`src/sv/hssc_pkg.sv`:
```
// Shared types and constants for the hashed subtree size cache.
// Holds the queued job format, status and job codes, and the key mixing function.
// Depends on nothing.
`timescale 1ns / 1ps

package hssc_pkg;

  // Field widths of the item and of the stored slot.
  localparam int KEY_W    = 30;
  localparam int VAL_W    = 31;
  localparam int LIMIT_W  = 21;
  localparam int HASH_W   = 20;
  localparam int SLOT_W   = KEY_W + VAL_W;

  // Reset value of the fill limit register.
  localparam logic [LIMIT_W-1:0] FILL_LIMIT_RST = LIMIT_W'(131072);

  // Queue between the front and the back.
  localparam int Q_DEPTH = 4;
  localparam int Q_PTR_W = 2;
  localparam int Q_CNT_W = 3;

  // Operation codes on the input.
  localparam logic OP_LOOKUP = 1'b0;
  localparam logic OP_INSERT = 1'b1;

  // Mixing masks.
  localparam logic [31:0] MIX_M10 = 32'h0000_03ff;
  localparam logic [31:0] MIX_M15 = 32'h0000_7fff;
  localparam logic [31:0] MIX_M5  = 32'h0000_001f;
  localparam logic [31:0] MIX_MA  = 32'h0055_aa55;
  localparam logic [31:0] MIX_MB  = 32'h00aa_55aa;

  typedef enum logic [1:0] {
    JOB_LOOKUP,
    JOB_INSERT,
    JOB_REJECT
  } hssc_kind_t;

  typedef enum logic [1:0] {
    ST_HIT     = 2'd0,
    ST_MISS    = 2'd1,
    ST_DONE    = 2'd2,
    ST_REFUSED = 2'd3
  } hssc_status_t;

  typedef enum logic [1:0] {
    BK_CLEAR,
    BK_IDLE,
    BK_PROBE
  } hssc_bk_state_t;

  // One classified item waiting for the probe engine.
  typedef struct packed {
    hssc_kind_t          kind;
    logic [KEY_W-1:0]    key;
    logic [VAL_W-1:0]    value;
    logic [HASH_W-1:0]   hash;
  } hssc_job_t;

  // Sum of the shift and mask terms of the hash, low HASH_W bits only.
  // The square of the key is added separately.
  function automatic logic [HASH_W-1:0] mix_side(input logic [KEY_W-1:0] key);
    logic [31:0] n;
    logic [31:0] inv;
    logic [31:0] t1;
    logic [31:0] t2;
    logic [31:0] t3;
    logic [31:0] t4;
    logic [31:0] t5;
    logic [31:0] s;
    n   = {2'b00, key};
    inv = ~n;
    t1  = (n >> 10) ^ (inv & MIX_M10);
    t2  = ((n >> 5) ^ (inv & MIX_M15)) << 5;
    t3  = ((inv >> 15) ^ (n & MIX_M5)) << 5;
    t4  = (n >> 4) & MIX_MA;
    t5  = (inv >> 8) & MIX_MB;
    s   = t1 + t2 + t3 + t4 + t5;
    return s[HASH_W-1:0];
  endfunction

endpackage

```
`src/sv/hssc_queue.sv`:
```
// Short job queue between the front end and the probe engine.
// Depends on hssc_pkg for the job format and depth.
`timescale 1ns / 1ps

module hssc_queue (
  input  logic                          clk,
  input  logic                          rst_n,
  input  logic                          q_push,
  input  hssc_pkg::hssc_job_t           q_wdata,
  input  logic                          q_pop,
  output hssc_pkg::hssc_job_t           q_rdata,
  output logic                          q_empty,
  output logic [hssc_pkg::Q_CNT_W-1:0]  q_count
);
  import hssc_pkg::*;

  hssc_job_t           slots_r [Q_DEPTH];
  logic [Q_PTR_W-1:0]  wr_ptr_r;
  logic [Q_PTR_W-1:0]  rd_ptr_r;
  logic [Q_CNT_W-1:0]  count_r;
  logic [Q_CNT_W-1:0]  count_nxt;
  logic                do_pop;

  assign q_empty = (count_r == '0);
  assign q_count = count_r;
  assign q_rdata = slots_r[rd_ptr_r];
  assign do_pop  = q_pop && !q_empty;

  // Occupancy follows push and pop together.
  always_comb begin
    count_nxt = count_r;
    if (q_push && !do_pop) begin
      count_nxt = count_r + 1'b1;
    end else if (!q_push && do_pop) begin
      count_nxt = count_r - 1'b1;
    end
  end

  always_ff @(posedge clk) begin
    if (!rst_n) begin
      wr_ptr_r <= '0;
      rd_ptr_r <= '0;
      count_r  <= '0;
    end else begin
      count_r <= count_nxt;
      if (q_push) begin
        wr_ptr_r <= wr_ptr_r + 1'b1;
      end
      if (do_pop) begin
        rd_ptr_r <= rd_ptr_r + 1'b1;
      end
    end
    if (q_push) begin
      slots_r[wr_ptr_r] <= q_wdata;
    end
  end

endmodule

```
`config.mk`:
```
export PLATFORM = sky130hd
export DESIGN_NAME = hssc_queue
export DESIGN_NICKNAME = d
export VERILOG_FILES = /design/src/sv/hssc_pkg.sv /design/src/sv/hssc_queue.sv
export SDC_FILE = /design/constraint.sdc
export NUM_CORES = 1
export LEC_CHECK = 0
export ABC_AREA = 1
export BUFFER_PORTS_ARGS = -buffer_cell sky130_fd_sc_hd__buf_2
export CORE_ASPECT_RATIO = 0.7
export CORE_UTILIZATION = 57
export DETAILED_ROUTE_END_ITERATION = 12
export GPL_ROUTABILITY_DRIVEN = 0
export PLACE_DENSITY = 0.79
export RECOVER_POWER = 100
export SYNTH_ARGS = -nofsm -noshare
export SYNTH_HDL_FRONTEND = slang
export SYNTH_SLANG_ARGS = --single-unit
```
`constraint.sdc`:
```
create_clock -name clk -period 3.8 [get_ports clk]
set_input_delay 0 -clock clk [delete_from_list [all_inputs] [get_ports clk]]
set_output_delay 0 -clock clk [all_outputs]
set_load 0.02 [all_outputs]
```
Yosys cells after proc, flatten, opt, wreduce, memory -nomap -nowiden
Memories as Yosys holds them, arrays and structs flattened. A register that Yosys moved wholly into a read port is not among the register bits.
Index checks and enable logic that the tools add are counted.
Word-level totals
  flip-flop bits (word level): 7
  latch bits: 0
  RAM bits: 332
  bits in read-only memories: 0
  output and inout bits: 87
  word-level logic and storage cells: 22
  memories: 1
Cells by class
  $add $sub $neg: 4
  multiply operators: 0
  div/mod/pow operators: 0
  magnitude comparators: 0
  equal/unequal tests: 0
  shift operators: 0
  muxes and demuxes: 6
  bitwise gates (word level): 0
  reductions and logical operators: 8
Memory list
  slots_r: words 4, width 83, read ports 1, clocked after Yosys merged registers in 1, wr ports 1, RTL line hssc_queue.sv:17  | hssc_job_t slots_r [Q_DEPTH];
Operators by type and width (number)
  $mux 3: 2
  $add 2x1->2 const B: 2
  $mux 2: 2
  $add 3x1->3 const B: 1
  $logic_and 1x1->1: 3
  $logic_not 1->1: 3
  $logic_not 3->1: 1
  $sub 3x1->3 const B: 1
  $mux 1: 2
  $reduce_bool 2->1: 1

Depth between registers and ports, before layout
  depth after elaboration: 6
  mapped depth: 12

Worst setup path after synthesis
No wires, ideal clock.
  kind: register to register
  start point: reg wr_ptr_r[0]
  end point: mem slots_r[2][0] in the netlist's numbering, enable pin
  library setup time: 0.437 ns
  arrival: 2.195 ns
  slack: 1.168 ns
  cell stages (with the launch flop): 5
  path buffers: 0
  cell sequence: dfxtp_1 -> inv_1 -> ha_1 -> nand2_1 -> inv_1
RTL lines
  start: declaration: RTL line hssc_queue.sv:18  | logic [Q_PTR_W-1:0] wr_ptr_r;
  start signal: assignment: RTL line hssc_queue.sv:47  | wr_ptr_r <= wr_ptr_r + 1'b1;
  end: declaration: RTL line hssc_queue.sv:17
No word-level cell before the write port.

==> key figures <==
Clock tree
  – Root Buffer: clkbuf_16
  – Setup Buffers After CTS: 0
  – CTS buffer count: 30
  – Cts repair resizes: 0
  – H-tree depth: 1
  – Clock Path Buffers: 3
  – Clock sinks: 341
  – CTS clk-pin slew, worst paths: 0.07 ns
  – Skew-Pair Late Insertion Delay: 0.55 ns
  – CTS tree: built
  – CTS Hold Buffers Added: between 80 and 90

Timing
  – Tcrit/Tclk final: between 80% and 90%
  – Setup TNS: 0 ns
  – Final hold viol count: 0
  – Final worst path period need: 3.105 ns
  – Max_slew headroom: -55.17%
  – Slew Limit Fails: 239
  – RSZ-0062 raised after global routing: false
  – Worst-margin pin slew: approximately 2.3 ns
  – Post-layout worst setup margin: 0.6955 ns
  – # setup viols final: 0
  – Clk_skew: 0.01094 ns
  – Peak Freq: 322.1 MHz
  – Hold WS: 0.2524 ns

Logic synthesis
  – Area share of the largest cell type after synthesis: 78.12%
  – Post-synth cell types: 19
  – Synth Cell Area: 12760 um^2
  – Largest area contributor in the netlist: edfxtp_1
  – Simple logic cell fraction of the synthesized area: 5.618%
  – Synth area leaders: edfxtp_1 (78%), nor2_1 (5.1%), o21ai_0 (4.3%)
  – Cell with the most instances after synthesis: edfxtp_1
  – Adder-Cell Fraction of Synth Area: less than 1%
  – Synth Area in Compound Gates: 10.89%
  – Syn Inst Count: 866
  – Syn nets: roughly 960
  – Syn_area_per_cell: 14.74 um^2
  – Post-synth EDFFs: 332
  – Synth cell count leaders: edfxtp_1 (332), nor2_1 (172), o21ai_0 (109), o22ai_1 (83), o21ai_1 (60)
  – FF+latch count, synth: roughly 340
  – Main combinational cell family by area after synthesis: compound AO/OA/AOI/OAI gates
  – YS warnings: 0
  – Top FF cell, synth: edfxtp_1
  – Post-synthesis xor/xnor area fraction: 0.06863%
  – Mux cell area share after synthesis: 0%
  – Sequential-to-total area share from yosys stat: 79.53%
  – Async S/R FF share, synth: 0%

Pwr
  – Combinational fraction of design power: between 20% and 30%
  – Int Pwr: 6631 uW
  – P_sw: 3049 uW
  – Pleak: 0.005123 uW
  – Peak VDD IR: 0.0004585 V
  – P per Cell Area: 629.3 nW/um^2
  – Sw Share: approximately a third
  – Clk network pwr share: 30.7%
  – Sequential share of power: between 40% and 50%

Floorplanning
  – Die Span Y: 127.2 um
  – Die ar.: 23000 um^2
  – Rows: 45
  – Core area: between 20000 and 25000 um^2
  – Die X: 180.8 um
  – Top Ports: 174
  – Starting Density: 58.57%

Setup path
  – Critical Path AT: 3.10 ns
  – Cell count of the worst reg-to-reg path: 5
  – Critical path fanouts, max: 81
  – Worst R2R Setup Slack: 0.73 ns
  – Critical path class: flip-flop to primary output
  – Worst Path Required: 3.80 ns
  – R2r endpoint: slots_r[0][15]
  – Worst setup SP type: flip-flop
  – Worst reg2reg path startpoint: wr_ptr_r[0]
  – CP Capture Type: primary output

Route
  – 1st-iter DRT viols: ~810
  – Routed WL: 27.78 mm
  – DRT Pass-1 Iters: 6
  – Vias: 8151
  – Avg Vias per Cell: 5.716
  – Wire per inst: 19.48 um
  – Post-DRT Antenna Nets: 0
  – DRC errors left: 0

Final layout
  – Share of layout cells above drive strength 1: 6.912%
  – Count of non-filler cells in the finished layout: 1426
  – Layout Nets: ~1200
  – Synth-to-layout area growth: 20.52%
  – Post-layout util: 70.59%

Min path
  – Min-Delay Startpoint: q_wdata[74]
  – Hold depth: 2
  – Hold EP: slots_r[1][74]
  – Worst hold path type: input port to flip-flop

Outcome
  – Status: finished with violations
  – Failing checks: capacitance limit, slew limit

Run
  – Max_cap viols: 5

GRT
  – Initial antenna violation count: 1
  – Grt total ovfl: 0
  – Total global routing track utilization: 24.35%
  – Largest net degree at the start of global routing: 95
  – Global-route wire length before repair: about 43 mm
  – Vias in the first global route: 7903

Placed design
  – Final HPWL DP: 14.92 mm
  – Placed cells: 1283
  – Port Buffers: around 170
  – Pre-CTS setup slack: 1.460 ns
per-layer routing:
| metal | vias up | track usage, % | wire [um] |
|---|---|---|---|
| met5 | - | 0 | 10 |
| met4 | 2 | 5.933 | 556 |
| met3 | 50 | 5.302 | 2407 |
| met2 | 356 | 39.70 | 13060 |
| met1 | 3973 | 33.97 | 11750 |
| li1 | 3770 | - | - |
layout by cell type, fill, tap and decap left out, types with 7 or more instances in the layout:
cell	synthesis	final
buf_2	8	17
buf_4	9	10
clkbuf_1	21	164
clkbuf_16	0	31
clkinv_1	0	7
clkinv_2	0	9
dfxtp_1	9	7
dlygate4sd3_1	0	87
edfxtp_1	332	332
inv_1	16	13
nand2_1	15	15
nor2_1	172	172
o21ai_0	109	114
o21ai_1	60	55
o22ai_1	83	83
power by group through the flow:
stage,combinational [uW],sequential [uW],clock (uW)
2_1_floorplan,1610,4470,0
3_3_place_gp,2250,4460,0
3_5_place_dp,2310,4470,0
4_1_cts,2400,4390,3000
5_1_grt,2520,4410,3160
6_report,2310,4400,2970
sequential cells by signal, summed over array words and instances (netlist names), named ones only:
register / count
wr_ptr_r: 2
rd_ptr_r: 2
slots_r: 332
q_count: 3
per-stage QoR:
stage / cell area [um^2] / total power [uW]
final: 15380 / 9680
after CTS: 15600 / 9786
after detailed placement: 13760 / 6778
after global routing: 15380 / 10090
after global placement: 13760 / 6717
after floorplan: 12760 / 6075
cell type report:
| cell class | instances | area [um^2] |
|---|---|---|
| fill | 1484 | 6409 |
| sequential | 341 | 10150 |
| clock inverter | 20 | 171.4 |
| multi-input combinational | 454 | 2198 |
| tap | 282 | 352.8 |
| clock buffer | 35 | 790.8 |
| antenna | 1 | 2.502 |
| timing repair buffer | 276 | 1642 |
| inverter | 17 | 68.82 |
worst max-delay path, cell delays in order, from the launching register on:
cell and delay [ns]:
dfxtp_4 0.46, clkbuf_2 1.13, o21ai_0 0.26, o22ai_1 0.38
clkbuf_1 0.27
worst max path at each step:
stage	cells after the start	slack, ns	to
global placement	5	1.53	slots_r[0][17]
detailed placement	5	1.46	slots_r[0][17]
finish	4	0.70	q_rdata[39]
global route	4	0.47	q_rdata[39]
CTS	5	1.04	q_rdata[2]
floorplan	4	1.17	slots_r[2][0]
cells by family (layout without fill, tap and decap cells):
family | after synthesis | in the layout
DFF | 341 | 341
AOI/OAI and AO/OA | 257 | 257
and+or+nand+nor | 190 | 190
buffers and inverters | 71 | 348
adders and majority gates | 6 | 6
xor gates and xnor gates | 1 | 1
other | 0 | 1
(Power assumes the default switching activity.)
