<file path="src/sv/hssc_pkg.sv">
// Shared types and constants for the hashed subtree size cache.
// Holds the queued job format, status and job codes, and the key mixing function.
// Depends on nothing.
`timescale 1ns / 1ps

package hssc_pkg;

  // Field widths of the item and of the stored slot.
  localparam int KEY_W    = 30;
  localparam int VAL_W    = 31;
  localparam int LIMIT_W  = 21;
  localparam int HASH_W   = 20;
  localparam int SLOT_W   = KEY_W + VAL_W;

  // Reset value of the fill limit register.
  localparam logic [LIMIT_W-1:0] FILL_LIMIT_RST = LIMIT_W'(131072);

  // Queue between the front and the back.
  localparam int Q_DEPTH = 4;
  localparam int Q_PTR_W = 2;
  localparam int Q_CNT_W = 3;

  // Operation codes on the input.
  localparam logic OP_LOOKUP = 1'b0;
  localparam logic OP_INSERT = 1'b1;

  // Mixing masks.
  localparam logic [31:0] MIX_M10 = 32'h0000_03ff;
  localparam logic [31:0] MIX_M15 = 32'h0000_7fff;
  localparam logic [31:0] MIX_M5  = 32'h0000_001f;
  localparam logic [31:0] MIX_MA  = 32'h0055_aa55;
  localparam logic [31:0] MIX_MB  = 32'h00aa_55aa;

  typedef enum logic [1:0] {
    JOB_LOOKUP,
    JOB_INSERT,
    JOB_REJECT
  } hssc_kind_t;

  typedef enum logic [1:0] {
    ST_HIT     = 2'd0,
    ST_MISS    = 2'd1,
    ST_DONE    = 2'd2,
    ST_REFUSED = 2'd3
  } hssc_status_t;

  typedef enum logic [1:0] {
    BK_CLEAR,
    BK_IDLE,
    BK_PROBE
  } hssc_bk_state_t;

  // One classified item waiting for the probe engine.
  typedef struct packed {
    hssc_kind_t          kind;
    logic [KEY_W-1:0]    key;
    logic [VAL_W-1:0]    value;
    logic [HASH_W-1:0]   hash;
  } hssc_job_t;

  // Sum of the shift and mask terms of the hash, low HASH_W bits only.
  // The square of the key is added separately.
  function automatic logic [HASH_W-1:0] mix_side(input logic [KEY_W-1:0] key);
    logic [31:0] n;
    logic [31:0] inv;
    logic [31:0] t1;
    logic [31:0] t2;
    logic [31:0] t3;
    logic [31:0] t4;
    logic [31:0] t5;
    logic [31:0] s;
    n   = {2'b00, key};
    inv = ~n;
    t1  = (n >> 10) ^ (inv & MIX_M10);
    t2  = ((n >> 5) ^ (inv & MIX_M15)) << 5;
    t3  = ((inv >> 15) ^ (n & MIX_M5)) << 5;
    t4  = (n >> 4) & MIX_MA;
    t5  = (inv >> 8) & MIX_MB;
    s   = t1 + t2 + t3 + t4 + t5;
    return s[HASH_W-1:0];
  endfunction

endpackage

</file>
<file path="src/sv/hssc_front.sv">
// Front end: accepts items, classifies them and computes the slot hash.
// Two register stages feed the job queue; depends on hssc_pkg.
`timescale 1ns / 1ps

module hssc_front (
  input  logic                                clk,
  input  logic                                rst_n,
  input  logic                                push,
  output logic                                full,
  input  logic                                in_operation,
  input  logic [hssc_pkg::KEY_W-1:0]          in_key,
  input  logic [hssc_pkg::VAL_W-1:0]          in_size_value,
  input  logic                                clearing,
  input  logic [hssc_pkg::Q_CNT_W-1:0]        q_count,
  output logic                                q_push,
  output hssc_pkg::hssc_job_t                 q_wdata
);
  import hssc_pkg::*;

  logic                 v1_r;
  hssc_kind_t           kind1_r;
  logic [KEY_W-1:0]     key1_r;
  logic [VAL_W-1:0]     val1_r;
  logic [HASH_W-1:0]    sq_r;
  logic [HASH_W-1:0]    side_r;
  logic                 v2_r;
  hssc_job_t            job2_r;
  logic [2*HASH_W-1:0]  sq_full;
  logic [Q_CNT_W-1:0]   in_flight;
  logic                 accept;
  hssc_kind_t           kind_in;

  // Items in the stages hold a queue place, so the stages never stall.
  assign in_flight = q_count + Q_CNT_W'(v1_r) + Q_CNT_W'(v2_r);
  assign full      = clearing || (in_flight >= Q_CNT_W'(Q_DEPTH));
  assign accept    = push && !full;

  // Only the low hash bits of the square matter.
  assign sq_full = (2*HASH_W)'(in_key[HASH_W-1:0]) * (2*HASH_W)'(in_key[HASH_W-1:0]);

  // An insert with the empty-slot key can never be stored.
  always_comb begin
    if (in_operation == OP_LOOKUP) begin
      kind_in = JOB_LOOKUP;
    end else if (in_key == '0) begin
      kind_in = JOB_REJECT;
    end else begin
      kind_in = JOB_INSERT;
    end
  end

  // Stage one: square and side terms.
  always_ff @(posedge clk) begin
    if (!rst_n) begin
      v1_r <= 1'b0;
    end else begin
      v1_r <= accept;
    end
    if (accept) begin
      kind1_r <= kind_in;
      key1_r  <= in_key;
      val1_r  <= in_size_value;
      sq_r    <= sq_full[HASH_W-1:0];
      side_r  <= mix_side(in_key);
    end
  end

  // Stage two: final hash, then into the queue.
  always_ff @(posedge clk) begin
    if (!rst_n) begin
      v2_r <= 1'b0;
    end else begin
      v2_r <= v1_r;
    end
    if (v1_r) begin
      job2_r.kind  <= kind1_r;
      job2_r.key   <= key1_r;
      job2_r.value <= val1_r;
      job2_r.hash  <= sq_r + side_r;
    end
  end

  assign q_push  = v2_r;
  assign q_wdata = job2_r;

endmodule

</file>
<file path="config.mk">
export PLATFORM = sky130hd
export DESIGN_NAME = hssc_front
export DESIGN_NICKNAME = d
export VERILOG_FILES = /design/src/sv/hssc_pkg.sv /design/src/sv/hssc_front.sv
export SDC_FILE = /design/constraint.sdc
export NUM_CORES = 1
export LEC_CHECK = 0
export BUFFER_PORTS_ARGS = -buffer_cell sky130_fd_sc_hd__buf_2
export CORE_MARGIN = 2
export CORE_UTILIZATION = 40
export DETAILED_ROUTE_END_ITERATION = 7
export PLACE_DENSITY_LB_ADDON = 0.08
export SETUP_SLACK_MARGIN = 0.5
export SKIP_LAST_GASP = 1
export SLEW_MARGIN = 5
export SYNTH_ARGS = -nofsm -noshare
export SYNTH_HDL_FRONTEND = slang
export SYNTH_SLANG_ARGS = --single-unit
</file>
<file path="constraint.sdc">
create_clock -name clk -period 6.2 [get_ports clk]
set_clock_uncertainty 0.05 [all_clocks]
set_input_delay 0.93 -clock clk [delete_from_list [all_inputs] [get_ports clk]]
set_output_delay 0.93 -clock clk [all_outputs]
set_load 0.01 [all_outputs]
</file>
-- Yosys cells after proc, flatten, opt, wreduce, memory -nomap -nowiden
Index checks and enable logic that the tools add are counted.
W data, S select, Z words.
- order comparisons: 1
- $add $sub $neg: 7
- multiply operators: 1
- multiplexer cells: 1
- reductions and logical operators: 4
- bitwise operators: 4
- operators with widths (cell ; number):
    $add A20 B20 Y20 ; 4
    $logic_not A30 Y1 ; 1
    $not A30 Y30 ; 1
    $add A20 B19 Y20 ; 1
    $mul A20 B20 Y20 ; 1
    $xor A20 B10 Y20 ; 1
    $xor A15 B15 Y15 ; 1
    $xor A15 B5 Y15 ; 1
    $add A3 B1 Y3 ; 2
    $ge A3 B3 Y1 const B ; 1
    $mux W2 ; 1
    $logic_and A1 B1 Y1 ; 1
    $logic_not A1 Y1 ; 1
    $logic_or A1 B1 Y1 ; 1
- bits of input ports: 69
- output and inout port bits: 85
- word-level logic and storage cells: 29
- register bits after elaboration: 188

-- Longest topological paths before layout
- word-level depth: 6
- mapped depth: 24
- mapped depth without buffers: 22

-- Worst setup path after synthesis
Ideal clock, no wire load.
- path kind: input to register
- start point: in in_key[3] in the netlist's numbering
- end point: reg sq_r[18] (data pin)
- stages: 21
- buffers on the path: 2
- slack: -517 ps
- arrival: 6402 ps
- cell sequence: clkbuf_1 > clkbuf_1 > and2_1 > fa_1 > inv_1 > fa_1 > fa_1 > inv_1 > fa_1 > inv_1 > fa_1 > fa_1 > fa_1 > inv_1 > ha_1 > o21ai_0 > nand2b_1 > a21oi_1 > a311oi_1 > and4b_1 > or3_1
- longest elaborated chain between the ends: 1
- RTL lines (item ; RTL line ; RTL):
    start: declaration ; hssc_front.sv:11 ; input logic [hssc_pkg::KEY_W-1:0] in_key,
    $mul A20 B20 Y20 ; hssc_front.sv:39 ; assign sq_full = (2*HASH_W)'(in_key[HASH_W-1:0]) * (2*HASH_W)'(in_key[HASH_W-1:0]);
    net sq_full[18] ; hssc_front.sv:28 ; logic [2*HASH_W-1:0] sq_full;
    end signal: assignment ; hssc_front.sv:63 ; sq_r <= sq_full[HASH_W-1:0];
    end: declaration ; hssc_front.sv:24 ; logic [HASH_W-1:0] sq_r;
The timed path passes the listed nets, and every way through them passes these cells.
A chain may end at the register's enable or synchronous reset.

-- Worst setup path after layout
- start point: in in_key[11] in the netlist's numbering
- end point: reg sq_r[18] (data pin)
Same word-level chain as after synthesis.

==> impl_results.md <==
- Cell area after synthesis: 13800 µm²
- CP Capture Type: register
- TritonCTS clock tree: done
- Clk sink count: 186
- Worst-path clk slew: 0.08 ns
- Overflow after GRT: 0
- FP Rows: 68
- Synthesis-to-layout area growth: 24.1%
- Post-DRT Antenna Nets: 0
- Overall die height: 190 µm
- Post-synthesis cell count: 1174
- RSZ-0062 raised after global routing: true
- Fmax: 166 MHz
- Tightest Pin Transition: 0.946 ns
- Top cell type's share of synthesized area: 39.9%
- Via/cell ratio: 4.66
- Fin area: 17200 µm²
- Commonest non-fill, non-tap cells in the layout: 230 x inv_1, 184 x edfxtp_1, 142 x buf_2, 131 x fa_1, 119 x ha_1
- Largest net degree at the start of global routing: 68
- DR pass1 iterations: 4
- Ys Warns: 0
- Leak Pwr: 7.79 nW
- HPWL after DPL: 25.9 mm
- Post-synth ARST share: 0%
- Final hold violation count: 0
- WL/cell: 16.8 µm
- Cts hold-fix bufs: 0
- CP Data Required Time: 6.34 ns
- Clock Path Buffers: 2
- Number of DRC markers in iteration 0: 375
- Crit Path Class: in -> reg
- Data arrival time of the critical path: 6.16 ns
- Most common cell after layout, fill and taps aside: inv_1
- EDFF count, synth: 184
- Post-placement cell area: 16000 µm²
- Total track usage: 18.4%
- Initial antenna violation count: 2
- Placer Congestion: 0.828
- Vias in the first global route: 9279
- Clock root buffer: clkbuf_16
- Yosys reg bits: 186
- Slew Limit Fails: 0
- Cell variety after synth: 55
- Sequential fraction of the synthesis area: 40.2%
- H-Tree Level Count: 4
- Num CTS Buffers: 17
- Power Density: 605 nW/µm²
- Maxcap violations: 0
- Clock Latency Late Sink: 0.44 ns
- Final Power: 10.4 mW
- Syn_area_per_cell: 11.8 µm²
- Status: completed
- Final net count: 1787
- Crit start category: primary input
- Slew HR: 36.9%
- Layout cells sized above 1: 27.2%
- Mapped Nets: 1524
- Top FF cell, synth: edfxtp_1
- Peak VDD IR: 0.549 mV
- First-pass GRT wire length: 50.3 mm
- Hold crit path type: reg -> reg
- Period Utilization, post-route: 97.0%
- Area leader, netlist: edfxtp_1
- Initial Util: 40.4%
- Setup violators final: 0
- Core Box Area: 34300 µm²
- DR vias: 8890
- Final min period: 6.02 ns
- Synth top area cells: edfxtp_1 40%, fa_1 20%, ha_1 13%
- IO Port Bufs: 153
- Die Span X: 190 µm
- Final wirelength: 32.0 mm
- # DRC: 0
- Die Footprint: 36100 µm²
- CP max FO: 4
- Io pins: 154
==> metal layers <==
layer | vias up | global-route usage, % | part of all wire (%)
met3 | 22 | 3.01 | 3.0
met1 | 4361 | 25.2 | 47
met4 | 0 | 3.97 | 1.1
li1 | 4391 | - | -
met2 | 116 | 30.8 | 49
met5 | - | 0 | 0
==> worst max-delay path, stage by stage <==
cell	delay [ns]
buf_8	0.10
buf_4	0.13
ha_1	0.27
buf_4	0.18
fa_1	0.45
fa_1	0.55
inv_1	0.05
fa_1	0.54
fa_1	0.45
fa_1	0.50
inv_1	0.05
fa_1	0.47
inv_1	0.05
fa_1	0.49
inv_1	0.05
ha_1	0.33
nand2b_1	0.11
o22ai_1	0.08
or3_1	0.37
==> cell usage after synthesis, types with 8 or more instances <==
library cell,number
inv_1,251
edfxtp_1,184
ha_1,141
fa_1,140
nand2_1,60
xnor2_1,56
nor2_1,41
a21oi_1,37
and2_1,37
o21ai_0,26
xor2_1,26
clkbuf_1,22
a21o_1,17
nor3_1,15
nand3_1,13
nor2b_1,10
nor4_1,9
o21a_1,9
a211oi_1,8
==> cell families after synthesis <==
logic type,share of synthesized area [%]
xor+xnor,5.19
compound gates,5.62
flops,40.2
fa+ha+maj,33.0
simple gates,8.40
mux,0.145
buf+inv,7.47
==> sequential cells by signal, indices dropped and copies added (netlist names) <==
signal and cells:
kind1_r 2, val1_r 31, side_r 20, key1_r 30, q_wdata 83, v1_r 1, sq_r 18, q_push 1
==> report_power, final <==
group          total, mW  switching, mW  internal, mW  leakage [nW]
registers           1.79         0.0367          1.75          1.70
clock network       1.07          0.497         0.569         0.277
logic               7.54           3.68          3.87          5.81
total               10.4           4.21          6.19          7.79
==> stage by stage <==
stage                     utilization, %  cells  TNS (ns)  setup slack (ns)  hold slack, ns
after CTS                           48.8   1899         0             0.219           0.369
after detailed placement            46.8   1864     -2.40            -0.433           0.355
after global placement              46.8   1864     -2.17            -0.385           0.350
final                               50.1   1906         0             0.183           0.367
after global routing                50.1   1905         0            0.0299           0.375
after floorplan                        -   1174    -0.123           -0.0637           0.350
==> cell type report <==
| type | count | area (µm²) |
|---|---|---|
| Fill cell | 3101 | 17100 |
| Multi-Input combinational cell | 713 | 7730 |
| Sequential cell | 186 | 5570 |
| Timing Repair Buffer | 268 | 1800 |
| Inverter | 251 | 947 |
| Tap cell | 455 | 569 |
| Clock buffer | 20 | 437 |
| Clock inverter | 12 | 131 |
| Antenna cell | 1 | 2.50 |
==> repair_timing <==
action | 4_1_cts | 5_1_grt
buffers inserted | 3 | 6
cloned | 0 | 0
pin swaps | 33 | 46
setup endpoints to repair | 9 | 9
gates resized for setup | 43 | 77
==> worst paths after layout <==
kind,start,to,slack (ns),cells past startpoint
setup reg to reg,v1_r$_SDFF_PN0_,side_r[1]$_DFFE_PP_,3.29,6
setup / recovery,in_key[11],sq_r[18]$_DFFE_PP_,0.18,19
hold / removal,key1_r[26]$_DFFE_PP_,q_wdata[77]$_DFFE_PP_,0.37,0
hold reg to reg,key1_r[26]$_DFFE_PP_,q_wdata[77]$_DFFE_PP_,0.37,0
(Power assumes the default switching activity.)
